--- src/rtl/core/clock_sweep_buffer_pool_macros.svh ---
// assertion macros for the buffer pool
`ifndef CLOCK_SWEEP_BUFFER_POOL_MACROS_SVH
`define CLOCK_SWEEP_BUFFER_POOL_MACROS_SVH

// property holds at every clock edge outside reset
`define CSBP_ASSERT(label, expr) \
  label: assert property (@(posedge clk_i) disable iff (!rst_ni) (expr)) \
    else $error("csbp assertion failed");

// antecedent implies consequent in the next cycle
`define CSBP_ASSERT_NEXT(label, ante, cons) \
  label: assert property (@(posedge clk_i) disable iff (!rst_ni) (ante) |=> (cons)) \
    else $error("csbp assertion failed");

`endif

--- src/rtl/core/csbp_pkg.sv ---
// shared constants and types of the buffer pool
package csbp_pkg;

  localparam int FRAMES_DEF    = 16;
  localparam int USAGE_CAP_DEF = 4;
  localparam int PIN_BITS_DEF  = 8;

  localparam int MODE_W   = 2;
  localparam int KEY_W    = 32;
  localparam int VALUE_W  = 32;
  localparam int STATUS_W = 3;
  localparam int SLOT_W   = 4;
  localparam int USAGE_W  = 3;
  localparam int PIN_W    = 8;
  localparam int CNT_W    = 32;
  localparam int CFG_W    = 5;

  localparam logic [CFG_W-1:0] CFG_RESET = 5'd16;

  localparam logic [MODE_W-1:0] MODE_GET     = 2'd0;
  localparam logic [MODE_W-1:0] MODE_PUT     = 2'd1;
  localparam logic [MODE_W-1:0] MODE_UNPIN   = 2'd2;
  localparam logic [MODE_W-1:0] MODE_UNKNOWN = 2'd3;

  localparam logic [STATUS_W-1:0] ST_FOUND      = 3'd0;
  localparam logic [STATUS_W-1:0] ST_NOT_FOUND  = 3'd1;
  localparam logic [STATUS_W-1:0] ST_FREE       = 3'd2;
  localparam logic [STATUS_W-1:0] ST_EVICTED    = 3'd3;
  localparam logic [STATUS_W-1:0] ST_ALL_PINNED = 3'd4;

  typedef enum logic [2:0] {
    OP_NONE,
    OP_BUMP,
    OP_SETVAL,
    OP_WRITE,
    OP_UNPIN,
    OP_DECAY
  } cell_op_e;

  typedef struct packed {
    logic     en;
    cell_op_e op;
  } cell_cmd_t;

endpackage

--- src/rtl/core/csbp_req_if.sv ---
// request channel of the buffer pool
interface csbp_req_if;
  logic                           valid;
  logic                           ready;
  logic [csbp_pkg::MODE_W-1:0]    mode;
  logic [csbp_pkg::KEY_W-1:0]     key;
  logic [csbp_pkg::VALUE_W-1:0]   value;

  modport source (output valid, mode, key, value, input ready);
  modport sink   (input valid, mode, key, value, output ready);
endinterface

--- src/rtl/core/csbp_rsp_if.sv ---
// response channel of the buffer pool
interface csbp_rsp_if;
  logic                            valid;
  logic                            ready;
  logic [csbp_pkg::STATUS_W-1:0]   status;
  logic [csbp_pkg::VALUE_W-1:0]    read_value;
  logic [csbp_pkg::SLOT_W-1:0]     slot;
  logic [csbp_pkg::KEY_W-1:0]      evicted_key;
  logic [csbp_pkg::USAGE_W-1:0]    usage_after;
  logic [csbp_pkg::PIN_W-1:0]      pin_after;
  logic [csbp_pkg::CNT_W-1:0]      hit_total;
  logic [csbp_pkg::CNT_W-1:0]      miss_total;

  modport source (output valid, status, read_value, slot, evicted_key, usage_after,
                  pin_after, hit_total, miss_total, input ready);
  modport sink   (input valid, status, read_value, slot, evicted_key, usage_after,
                  pin_after, hit_total, miss_total, output ready);
endinterface

--- src/rtl/core/clock_sweep_buffer_pool.sv ---
// top level of the clock sweep buffer pool
//
// Requests arrive on req_i (mode, key, value) and each produces exactly one
// response on rsp_o, in order. One transaction is in flight at a time; the
// request side is ready only while the sequencer is idle.
// A get, an update put, a free frame put or an unpin is accepted in the idle
// state and goes through the lookup along the frame row and the result state
// to the response register. An evicting put then sweeps the clock hand over
// the frames, at most (USAGE_CAP+1)*filled+1 visits, and when every frame is
// pinned it ends with ST_ALL_PINNED; the hand loop through the frame row sets
// that bound. The frames_in_use register is written through
// cfg_we_i/cfg_data_i; the user must write it only while the block is idle,
// which the block itself does not enforce; 0 acts as 1 and values above
// FRAMES act as FRAMES. Reset clears usage and pin counts, fill level, hand,
// hit and miss totals and sets frames_in_use to 16; no clearing pass is
// needed. The response is held in an output register; when the receiver
// stalls the finished result waits there and the next request may already
// be taken, but its own result waits until the register is free.
`include "clock_sweep_buffer_pool_macros.svh"
module clock_sweep_buffer_pool #(
  parameter int FRAMES    = csbp_pkg::FRAMES_DEF,
  parameter int USAGE_CAP = csbp_pkg::USAGE_CAP_DEF,
  parameter int PIN_BITS  = csbp_pkg::PIN_BITS_DEF
) (
  input  logic                         clk_i,
  input  logic                         rst_ni,
  csbp_req_if.sink                     req_i,
  csbp_rsp_if.source                   rsp_o,
  input  logic                         cfg_we_i,
  input  logic [csbp_pkg::CFG_W-1:0]   cfg_data_i
);

  localparam int UW = $clog2(USAGE_CAP + 1);
  localparam int IW = (FRAMES > 1) ? $clog2(FRAMES) : 1;
  localparam int FW = $clog2(FRAMES + 1);
  localparam int LW = $clog2((USAGE_CAP + 1) * FRAMES + 2);
  localparam int KW = csbp_pkg::KEY_W;
  localparam int VW = csbp_pkg::VALUE_W;
  localparam int SW = csbp_pkg::SLOT_W;
  localparam int OUW = csbp_pkg::USAGE_W;
  localparam int OPW = csbp_pkg::PIN_W;
  localparam int CNW = csbp_pkg::CNT_W;

  localparam logic [1:0] S_IDLE  = 2'd0;
  localparam logic [1:0] S_LOOK  = 2'd1;
  localparam logic [1:0] S_SWEEP = 2'd2;
  localparam logic [1:0] S_DONE  = 2'd3;

  logic [1:0]                     state_q, state_d;
  logic [csbp_pkg::CFG_W-1:0]     cfg_q;
  logic [csbp_pkg::MODE_W-1:0]    mode_q;
  logic [KW-1:0]                  key_q;
  logic [VW-1:0]                  value_q;
  logic [FW-1:0]                  filled_q, filled_d;
  logic [IW-1:0]                  hand_q, hand_d;
  logic [LW-1:0]                  lim_q, lim_d, limit_q, limit_d;
  logic [CNW-1:0]                 hits_q, hits_d, misses_q, misses_d;
  logic [csbp_pkg::STATUS_W-1:0]  status_q, status_d;
  logic [VW-1:0]                  rval_q, rval_d;
  logic [IW-1:0]                  slot_q, slot_d;
  logic [KW-1:0]                  ekey_q, ekey_d;
  logic                           touched_q, touched_d;
  logic                           out_valid_q;
  logic                           load_out;

  csbp_pkg::cell_op_e             op;
  logic [IW-1:0]                  target;
  csbp_pkg::cell_cmd_t            cmd [FRAMES];
  logic [FRAMES:0]                chain;
  logic [FRAMES-1:0]              sel;
  logic [KW-1:0]                  key_arr [FRAMES];
  logic [VW-1:0]                  val_arr [FRAMES];
  logic [UW-1:0]                  use_arr [FRAMES];
  logic [PIN_BITS-1:0]            pin_arr [FRAMES];
  logic [IW-1:0]                  hit_idx;
  logic                           hit;
  logic                           has_room;
  logic [IW-1:0]                  hand_start, hand_next;

  assign chain[0] = 1'b0;
  assign hit      = chain[FRAMES];

  for (genvar i = 0; i < FRAMES; i++) begin : g_cell
    assign cmd[i].en = (op != csbp_pkg::OP_NONE) && (target == IW'(i));
    assign cmd[i].op = op;
    csbp_cell #(
      .USAGE_CAP (USAGE_CAP),
      .PIN_BITS  (PIN_BITS),
      .UW        (UW)
    ) u_cell (
      .clk_i       (clk_i),
      .rst_ni      (rst_ni),
      .cmd_i       (cmd[i]),
      .live_i      (FW'(i) < filled_q),
      .probe_key_i (key_q),
      .wr_value_i  (value_q),
      .hit_prev_i  (chain[i]),
      .hit_next_o  (chain[i+1]),
      .sel_o       (sel[i]),
      .key_o       (key_arr[i]),
      .value_o     (val_arr[i]),
      .usage_o     (use_arr[i]),
      .pin_o       (pin_arr[i])
    );
  end

  always_comb begin
    hit_idx = '0;
    for (int i = 0; i < FRAMES; i++) begin
      if (sel[i]) hit_idx = hit_idx | IW'(i);
    end
  end

  always_comb begin
    int cap;
    cap = int'(cfg_q);
    if (cap == 0) cap = 1;
    if (cap > FRAMES) cap = FRAMES;
    has_room = int'(filled_q) < cap;
  end

  assign hand_start = (FW'(hand_q) >= filled_q) ? '0 : hand_q;
  assign hand_next  = ((FW'(hand_q) + FW'(1)) == filled_q) ? '0 : hand_q + IW'(1);
  assign load_out   = !out_valid_q || rsp_o.ready;
  assign req_i.ready = (state_q == S_IDLE);

  always_comb begin
    state_d   = state_q;
    filled_d  = filled_q;
    hand_d    = hand_q;
    lim_d     = lim_q;
    limit_d   = limit_q;
    hits_d    = hits_q;
    misses_d  = misses_q;
    status_d  = status_q;
    rval_d    = rval_q;
    slot_d    = slot_q;
    ekey_d    = ekey_q;
    touched_d = touched_q;
    op        = csbp_pkg::OP_NONE;
    target    = '0;
    unique case (state_q)
      S_IDLE: begin
        if (req_i.valid) state_d = S_LOOK;
      end
      S_LOOK: begin
        status_d  = csbp_pkg::ST_NOT_FOUND;
        rval_d    = '0;
        slot_d    = '0;
        ekey_d    = '0;
        touched_d = 1'b0;
        state_d   = S_DONE;
        target    = hit_idx;
        case (mode_q)
          csbp_pkg::MODE_GET: begin
            if (hit) begin
              op        = csbp_pkg::OP_BUMP;
              status_d  = csbp_pkg::ST_FOUND;
              rval_d    = val_arr[hit_idx];
              slot_d    = hit_idx;
              touched_d = 1'b1;
              if (hits_q != '1) hits_d = hits_q + CNW'(1);
            end else if (misses_q != '1) begin
              misses_d = misses_q + CNW'(1);
            end
          end
          csbp_pkg::MODE_PUT: begin
            if (hit) begin
              op        = csbp_pkg::OP_SETVAL;
              status_d  = csbp_pkg::ST_FOUND;
              slot_d    = hit_idx;
              touched_d = 1'b1;
            end else if (has_room) begin
              op        = csbp_pkg::OP_WRITE;
              target    = IW'(filled_q);
              status_d  = csbp_pkg::ST_FREE;
              slot_d    = IW'(filled_q);
              touched_d = 1'b1;
              filled_d  = filled_q + FW'(1);
            end else begin
              hand_d  = hand_start;
              lim_d   = '0;
              limit_d = LW'(USAGE_CAP + 1) * LW'(filled_q) + LW'(1);
              state_d = S_SWEEP;
            end
          end
          csbp_pkg::MODE_UNPIN: begin
            if (hit) begin
              op        = csbp_pkg::OP_UNPIN;
              status_d  = csbp_pkg::ST_FOUND;
              slot_d    = hit_idx;
              touched_d = 1'b1;
            end
          end
          default: ;
        endcase
      end
      S_SWEEP: begin
        target = hand_q;
        if (lim_q == limit_q) begin
          status_d = csbp_pkg::ST_ALL_PINNED;
          state_d  = S_DONE;
        end else begin
          lim_d  = lim_q + LW'(1);
          hand_d = hand_next;
          if (pin_arr[hand_q] != '0) begin
            op = csbp_pkg::OP_NONE;
          end else if (use_arr[hand_q] != '0) begin
            op = csbp_pkg::OP_DECAY;
          end else begin
            op        = csbp_pkg::OP_WRITE;
            status_d  = csbp_pkg::ST_EVICTED;
            slot_d    = hand_q;
            ekey_d    = key_arr[hand_q];
            touched_d = 1'b1;
            state_d   = S_DONE;
          end
        end
      end
      S_DONE: begin
        if (load_out) state_d = S_IDLE;
      end
      default: state_d = S_IDLE;
    endcase
  end

  always_ff @(posedge clk_i or negedge rst_ni) begin
    if (!rst_ni) begin
      state_q     <= S_IDLE;
      cfg_q       <= csbp_pkg::CFG_RESET;
      filled_q    <= '0;
      hand_q      <= '0;
      lim_q       <= '0;
      limit_q     <= '0;
      hits_q      <= '0;
      misses_q    <= '0;
      out_valid_q <= 1'b0;
    end else begin
      state_q  <= state_d;
      filled_q <= filled_d;
      hand_q   <= hand_d;
      lim_q    <= lim_d;
      limit_q  <= limit_d;
      hits_q   <= hits_d;
      misses_q <= misses_d;
      if (cfg_we_i) cfg_q <= cfg_data_i;
      if (state_q == S_DONE && load_out) begin
        out_valid_q <= 1'b1;
      end else if (rsp_o.ready) begin
        out_valid_q <= 1'b0;
      end
    end
  end

  always_ff @(posedge clk_i) begin
    if (req_i.valid && req_i.ready) begin
      mode_q  <= req_i.mode;
      key_q   <= req_i.key;
      value_q <= req_i.value;
    end
    status_q  <= status_d;
    rval_q    <= rval_d;
    slot_q    <= slot_d;
    ekey_q    <= ekey_d;
    touched_q <= touched_d;
    if (state_q == S_DONE && load_out) begin
      rsp_o.status      <= status_q;
      rsp_o.read_value  <= rval_q;
      rsp_o.slot        <= SW'(slot_q);
      rsp_o.evicted_key <= ekey_q;
      rsp_o.usage_after <= touched_q ? OUW'(use_arr[slot_q]) : '0;
      rsp_o.pin_after   <= touched_q ? OPW'(pin_arr[slot_q]) : '0;
      rsp_o.hit_total   <= hits_q;
      rsp_o.miss_total  <= misses_q;
    end
  end

  assign rsp_o.valid = out_valid_q;

  `CSBP_ASSERT(a_fill_bound, filled_q <= FW'(FRAMES))
  `CSBP_ASSERT(a_sweep_bound, (state_q != S_SWEEP) || (lim_q <= limit_q))
  `CSBP_ASSERT_NEXT(a_accept_look, req_i.valid && req_i.ready, state_q == S_LOOK)
  `CSBP_ASSERT(a_pinned_clean,
               !(rsp_o.valid && rsp_o.status == csbp_pkg::ST_ALL_PINNED) || rsp_o.slot == '0)

endmodule

--- src/rtl/core/csbp_cell.sv ---
// one pool frame: key, value, usage and pin count, with a match chain link
module csbp_cell #(
  parameter int USAGE_CAP = csbp_pkg::USAGE_CAP_DEF,
  parameter int PIN_BITS  = csbp_pkg::PIN_BITS_DEF,
  parameter int UW        = $clog2(USAGE_CAP + 1)
) (
  input  logic                           clk_i,
  input  logic                           rst_ni,
  input  csbp_pkg::cell_cmd_t            cmd_i,
  input  logic                           live_i,
  input  logic [csbp_pkg::KEY_W-1:0]     probe_key_i,
  input  logic [csbp_pkg::VALUE_W-1:0]   wr_value_i,
  input  logic                           hit_prev_i,
  output logic                           hit_next_o,
  output logic                           sel_o,
  output logic [csbp_pkg::KEY_W-1:0]     key_o,
  output logic [csbp_pkg::VALUE_W-1:0]   value_o,
  output logic [UW-1:0]                  usage_o,
  output logic [PIN_BITS-1:0]            pin_o
);

  logic [csbp_pkg::KEY_W-1:0]   key_q, key_d;
  logic [csbp_pkg::VALUE_W-1:0] value_q, value_d;
  logic [UW-1:0]                usage_q, usage_d;
  logic [PIN_BITS-1:0]          pin_q, pin_d;
  logic                         match;

  assign match      = live_i && (key_q == probe_key_i);
  assign sel_o      = match && !hit_prev_i;
  assign hit_next_o = hit_prev_i || match;
  assign key_o      = key_q;
  assign value_o    = value_q;
  assign usage_o    = usage_q;
  assign pin_o      = pin_q;

  always_comb begin
    key_d   = key_q;
    value_d = value_q;
    usage_d = usage_q;
    pin_d   = pin_q;
    if (cmd_i.en) begin
      case (cmd_i.op)
        csbp_pkg::OP_BUMP, csbp_pkg::OP_SETVAL: begin
          if (usage_q < UW'(USAGE_CAP)) usage_d = usage_q + UW'(1);
          if (pin_q != {PIN_BITS{1'b1}}) pin_d = pin_q + PIN_BITS'(1);
          if (cmd_i.op == csbp_pkg::OP_SETVAL) value_d = wr_value_i;
        end
        csbp_pkg::OP_WRITE: begin
          key_d   = probe_key_i;
          value_d = wr_value_i;
          usage_d = UW'(1);
          pin_d   = PIN_BITS'(1);
        end
        csbp_pkg::OP_UNPIN: begin
          if (pin_q != '0) pin_d = pin_q - PIN_BITS'(1);
        end
        csbp_pkg::OP_DECAY: begin
          if (usage_q != '0) usage_d = usage_q - UW'(1);
        end
        default: ;
      endcase
    end
  end

  always_ff @(posedge clk_i or negedge rst_ni) begin
    if (!rst_ni) begin
      usage_q <= '0;
      pin_q   <= '0;
    end else begin
      usage_q <= usage_d;
      pin_q   <= pin_d;
    end
  end

  always_ff @(posedge clk_i) begin
    key_q   <= key_d;
    value_q <= value_d;
  end

endmodule

--- src/flat_wrapper.sv ---
// flat-port wrapper written by rule: the top's interface ports become plain ports
module clock_sweep_buffer_pool_flat 
#(
  parameter int FRAMES    = csbp_pkg::FRAMES_DEF,
  parameter int USAGE_CAP = csbp_pkg::USAGE_CAP_DEF,
  parameter int PIN_BITS  = csbp_pkg::PIN_BITS_DEF
)
  (clk_i, rst_ni, cfg_we_i, cfg_data_i, req_i_valid, req_i_mode, req_i_key, req_i_value, req_i_ready, rsp_o_valid, rsp_o_status, rsp_o_read_value, rsp_o_slot, rsp_o_evicted_key, rsp_o_usage_after, rsp_o_pin_after, rsp_o_hit_total, rsp_o_miss_total, rsp_o_ready);
  csbp_req_if req_i_i ();
  csbp_rsp_if rsp_o_i ();
  input  logic clk_i;
  input  logic rst_ni;
  input  logic cfg_we_i;
  input  logic [csbp_pkg::CFG_W-1:0] cfg_data_i;
  input wire logic [$bits(req_i_i.valid)-1:0] req_i_valid;
  input wire logic [$bits(req_i_i.mode)-1:0] req_i_mode;
  input wire logic [$bits(req_i_i.key)-1:0] req_i_key;
  input wire logic [$bits(req_i_i.value)-1:0] req_i_value;
  output wire logic [$bits(req_i_i.ready)-1:0] req_i_ready;
  output wire logic [$bits(rsp_o_i.valid)-1:0] rsp_o_valid;
  output wire logic [$bits(rsp_o_i.status)-1:0] rsp_o_status;
  output wire logic [$bits(rsp_o_i.read_value)-1:0] rsp_o_read_value;
  output wire logic [$bits(rsp_o_i.slot)-1:0] rsp_o_slot;
  output wire logic [$bits(rsp_o_i.evicted_key)-1:0] rsp_o_evicted_key;
  output wire logic [$bits(rsp_o_i.usage_after)-1:0] rsp_o_usage_after;
  output wire logic [$bits(rsp_o_i.pin_after)-1:0] rsp_o_pin_after;
  output wire logic [$bits(rsp_o_i.hit_total)-1:0] rsp_o_hit_total;
  output wire logic [$bits(rsp_o_i.miss_total)-1:0] rsp_o_miss_total;
  input wire logic [$bits(rsp_o_i.ready)-1:0] rsp_o_ready;
  assign req_i_i.valid = req_i_valid;
  assign req_i_i.mode = req_i_mode;
  assign req_i_i.key = req_i_key;
  assign req_i_i.value = req_i_value;
  assign req_i_ready = req_i_i.ready;
  assign rsp_o_valid = rsp_o_i.valid;
  assign rsp_o_status = rsp_o_i.status;
  assign rsp_o_read_value = rsp_o_i.read_value;
  assign rsp_o_slot = rsp_o_i.slot;
  assign rsp_o_evicted_key = rsp_o_i.evicted_key;
  assign rsp_o_usage_after = rsp_o_i.usage_after;
  assign rsp_o_pin_after = rsp_o_i.pin_after;
  assign rsp_o_hit_total = rsp_o_i.hit_total;
  assign rsp_o_miss_total = rsp_o_i.miss_total;
  assign rsp_o_i.ready = rsp_o_ready;
  clock_sweep_buffer_pool #(.FRAMES(FRAMES), .USAGE_CAP(USAGE_CAP), .PIN_BITS(PIN_BITS)) u_core (.clk_i(clk_i), .rst_ni(rst_ni), .req_i(req_i_i), .rsp_o(rsp_o_i), .cfg_we_i(cfg_we_i), .cfg_data_i(cfg_data_i));
endmodule
--- config.mk ---
export PLATFORM = sky130hd
export DESIGN_NAME = clock_sweep_buffer_pool_flat
export DESIGN_NICKNAME = d
export VERILOG_FILES = /design/src/rtl/core/csbp_pkg.sv /design/src/rtl/core/csbp_req_if.sv /design/src/rtl/core/csbp_rsp_if.sv /design/src/rtl/core/clock_sweep_buffer_pool.sv /design/src/rtl/core/csbp_cell.sv /design/src/flat_wrapper.sv
export VERILOG_INCLUDE_DIRS = /design/src /design/src/rtl/core
export SDC_FILE = /design/constraint.sdc
export NUM_CORES = 2
export LEC_CHECK = 0
export BUFFER_PORTS_ARGS = -buffer_cell sky130_fd_sc_hd__buf_2
export CAP_MARGIN = 20
export CORE_UTILIZATION = 42
export DETAILED_ROUTE_END_ITERATION = 10
export PLACE_DENSITY_LB_ADDON = 0.12
export SETUP_SLACK_MARGIN = 0.2
export SLEW_MARGIN = 10
export SYNTH_ARGS = -nofsm -noshare
export SYNTH_HDL_FRONTEND = slang
export SYNTH_SLANG_ARGS = --single-unit
--- constraint.sdc ---
create_clock -name clk_i -period 21.4 [get_ports clk_i]
set_input_delay 1.07 -clock clk_i [delete_from_list [all_inputs] [get_ports clk_i]]
set_output_delay 1.07 -clock clk_i [all_outputs]
set_load 0.01 [all_outputs]
==> flow_summary.ini <==
[synthesis]
synth_cell_type_count = 101
ys_dominant_reg_cell = edfxtp_1
syn_area_um2 = 75800
synth_edf_count = 1308
synthCells = 5304
syn_area_per_cell_um2 = 14.3
synthArstFlopShare = 0.172
yosysWarnings = 0
synth-seq-cells = 1579
syn_nets = 5532
ys_seq_area_frac = 0.608

[sta]
worstMarginPinSlew_ns = 1.14
rsz0062_at_grt = no
period_needed_ns = 7.86
setup_tns_ns = 0
fin_crit_sh = 0.367
slew_headroom = 0.233
finalSetupViolCount = 0
slew_viol_final = 0
finalHoldViolations = 0
skew_ns = 0.0623
holdWs_ns = 0.255
fmaxAchievable_mhz = 127

[clocking]
cts.sinks = 1579
clk_pin_slew_worst_paths_ns = 0.06
insertion_delay_ns = 0.84
cts-root-buf = clkbuf_16
cts_tree = built
cts_buffers = 173
ctsResizeCount = 0
cts-htree-levels = 4
clk_path_buf_depth = 3
post_cts_buffers = 0
cts_hold_buf = 0

[setup_path]
cp_slowest_cell = buf_4
critPathKind = reg -> reg
crit_arrival_ns = 8.40
rrSetupSlack_ns = 13.54
cpPeakStageDelay_ns = 0.92
cp-start-kind = register
rr_worst_depth = 17
setup.worst_path.end_class = register
worstPathCellList = buf_4, nor2_1, buf_4, a2111oi_0, nand4_1, or3_1, nor3_1, o211ai_1, o211ai_1, buf_4, buf_4, buf_4, buf_4, mux2i_1, a22oi_1, nand3_1, a21oi_1
required_ns = 21.94
cpMostUsedCell = buf_4
reg2reg_from = u_core.filled_q[4]
cp_num_buf_inv = 6
critPathMaxFanout = 59
r2r_end = u_core.rval_q[5]
crit_family = buffers and inverters

[pwr]
swShare = 0.308
p_per_area_nw_per_um2 = 98.4
max-vdd-ir-drop_v = 0.0000706
p_switching_mw = 2.59
p_leak_nw = 29.6
comb_power_share = 0.198
intPower_mw = 5.83
p_clk_frac = 0.348
share_seq_of_total_power = 0.454

[grt]
grt_pass1_vias = 46600
grt_overflow = 0
grt_max_degree = 91
antenna_found_initial = 24
grt.total_usage = 0.265
grt_first_pass_wirelength_um = 346000

[die]
std_cell_rows = 155
num_io_pins = 224
initial_core_util = 0.424
dieArea_um2 = 182000
die_h_um = 427
core_area_um2 = 179000
die_w_um = 427

[drt]
drtIter0Drc = 4916
vias_per_cell = 6.01
avgRoutedWirePerCell_um = 30.2
drt_wl_total_um = 244000
antenna_left = 0
vias = 48400
drt_pass1_iterations = 5
drc = 0

[job]
cap_violations = 0

[run_status]
status = complete, no violations

[placement]
io_buffers = 223
dp_hpwl_um = 160000
gp_congestion = 0.991
placed_cells = 7734

[layout]
finalNonFillerCells = 8063
fin_util = 0.479
nNetsFinal = 5783
nFillCells = 15500
drive_above_1_share = 0.164
syn_to_final_growth_pct = 12.9

[min_path]
hp-class = in -> async
cells in the final DEF, fill, tap and decap left out, types with 33 or more instances in the layout:
cell          n
a21o_1      114
a21oi_1     124
a22oi_1     129
and2_1       60
and3_1       33
buf_2       223
buf_4       113
clkbuf_1     37
clkbuf_16   177
clkinv_1     38
dfrtp_1     266
edfxtp_1   1308
ha_1        118
inv_1        83
mux2i_1     280
mux4_2      219
nand2_1     257
nand3_1     181
nand4_1     191
nor2_1      139
nor3_1      107
nor4_1      149
o21ai_0      77
o31ai_1      50
or4_1        37
xnor2_1     408
xor2_1      295
worst max path at each step:
stage / start / end / cells after the start
finish: u_core.filled_q[4] / u_core.rval_q[5] / 17
global route: u_core.filled_q[4] / u_core.rval_q[11] / 17
CTS: u_core.filled_q[4] / u_core.rval_q[5] / 17
detailed placement: u_core.filled_q[4] / u_core.rval_q[5] / 17
global placement: u_core.filled_q[4] / u_core.rval_q[5] / 17
floorplan: u_core.key_q[21] / u_core.g_cell[9].u_cell.pin_o[7] / 20
kinds of logic after synthesis:
| kind of cell | share of synthesized area |
|---|---|
| multiplexers | 0.107 |
| AO/OA/AOI/OAI | 0.0585 |
| AND/OR/NAND/NOR | 0.0963 |
| flip-flops | 0.608 |
| buffers and inverters | 0.0212 |
| XOR/XNOR | 0.0814 |
| adder cells (fa/ha/maj) | 0.0283 |
final cells by class:
cell class / count / area [um^2] / area share
inverter: 84 / 315 / 0.00368
clock inverter: 98 / 882 / 0.0103
timing repair buffer: 347 / 2210 / 0.0258
multi-input combinational: 3370 / 28500 / 0.333
tap: 2355 / 2950 / 0.0344
clock buffer: 221 / 4660 / 0.0545
antenna: 9 / 22.5 / 0.000263
sequential: 1579 / 46100 / 0.538
sequential cells by signal (all words and copies together) (netlist names), 48 cells and up:
| name | count |
|---|---|
| u_core.g_cell.u_cell.value_o | 512 |
| u_core.g_cell.u_cell.key_o | 512 |
| u_core.g_cell.u_cell.pin_o | 128 |
| u_core.g_cell.u_cell.usage_o | 48 |
power by group through the flow:
stage | logic (mW) | clock network, mW | registers (mW)
after global placement | 1.65 | 0 | 3.89
after floorplan | 0.898 | 0 | 3.88
after global routing | 1.75 | 3.10 | 3.85
after detailed placement | 1.65 | 0 | 3.89
final | 1.67 | 2.93 | 3.82
after CTS | 1.65 | 2.99 | 3.83
layer usage:
metal  vias up  global-route usage  share of wire
met5         -                   0        0.00032
met4        12              0.0988          0.039
met2      2053               0.418           0.47
li1      21000                   -              -
met3       425              0.0446          0.069
met1     24900               0.367           0.43
cells in the mapped netlist, types with 33 or more instances:
| cell | instances | area [um^2] |
|---|---|---|
| a21o_1 | 115 | 863 |
| mux4_2 | 219 | 4930 |
| mux2i_1 | 280 | 2800 |
| and2_1 | 64 | 400 |
| nor2_1 | 171 | 642 |
| buf_1 | 41 | 154 |
| inv_1 | 83 | 312 |
| a21oi_1 | 124 | 621 |
| xor2_1 | 295 | 2580 |
| a22oi_1 | 129 | 968 |
| clkbuf_1 | 132 | 495 |
| nor3_1 | 109 | 546 |
| ha_1 | 120 | 1500 |
| or4_1 | 37 | 278 |
| and3_1 | 33 | 206 |
| xnor2_1 | 408 | 3570 |
| o21ai_0 | 77 | 385 |
| o31ai_1 | 51 | 383 |
| nand4_1 | 191 | 1190 |
| edfxtp_1 | 1308 | 39300 |
| nor4_1 | 150 | 938 |
| nand3_1 | 181 | 906 |
| dfrtp_1 | 270 | 6760 |
| nand2_1 | 258 | 968 |
| buf_2 | 55 | 275 |
stage by stage:
stage	power (mW)	worst slack [ns]	cell area, um^2
2_1_floorplan	4.78	14.56	75800
3_3_place_gp	5.54	13.78	79800
3_5_place_dp	5.54	13.67	80000
4_1_cts	8.47	13.66	85500
5_1_grt	8.69	13.38	85600
6_report	8.42	13.54	85600
Note: power is estimated with default switching activity, not from simulation.
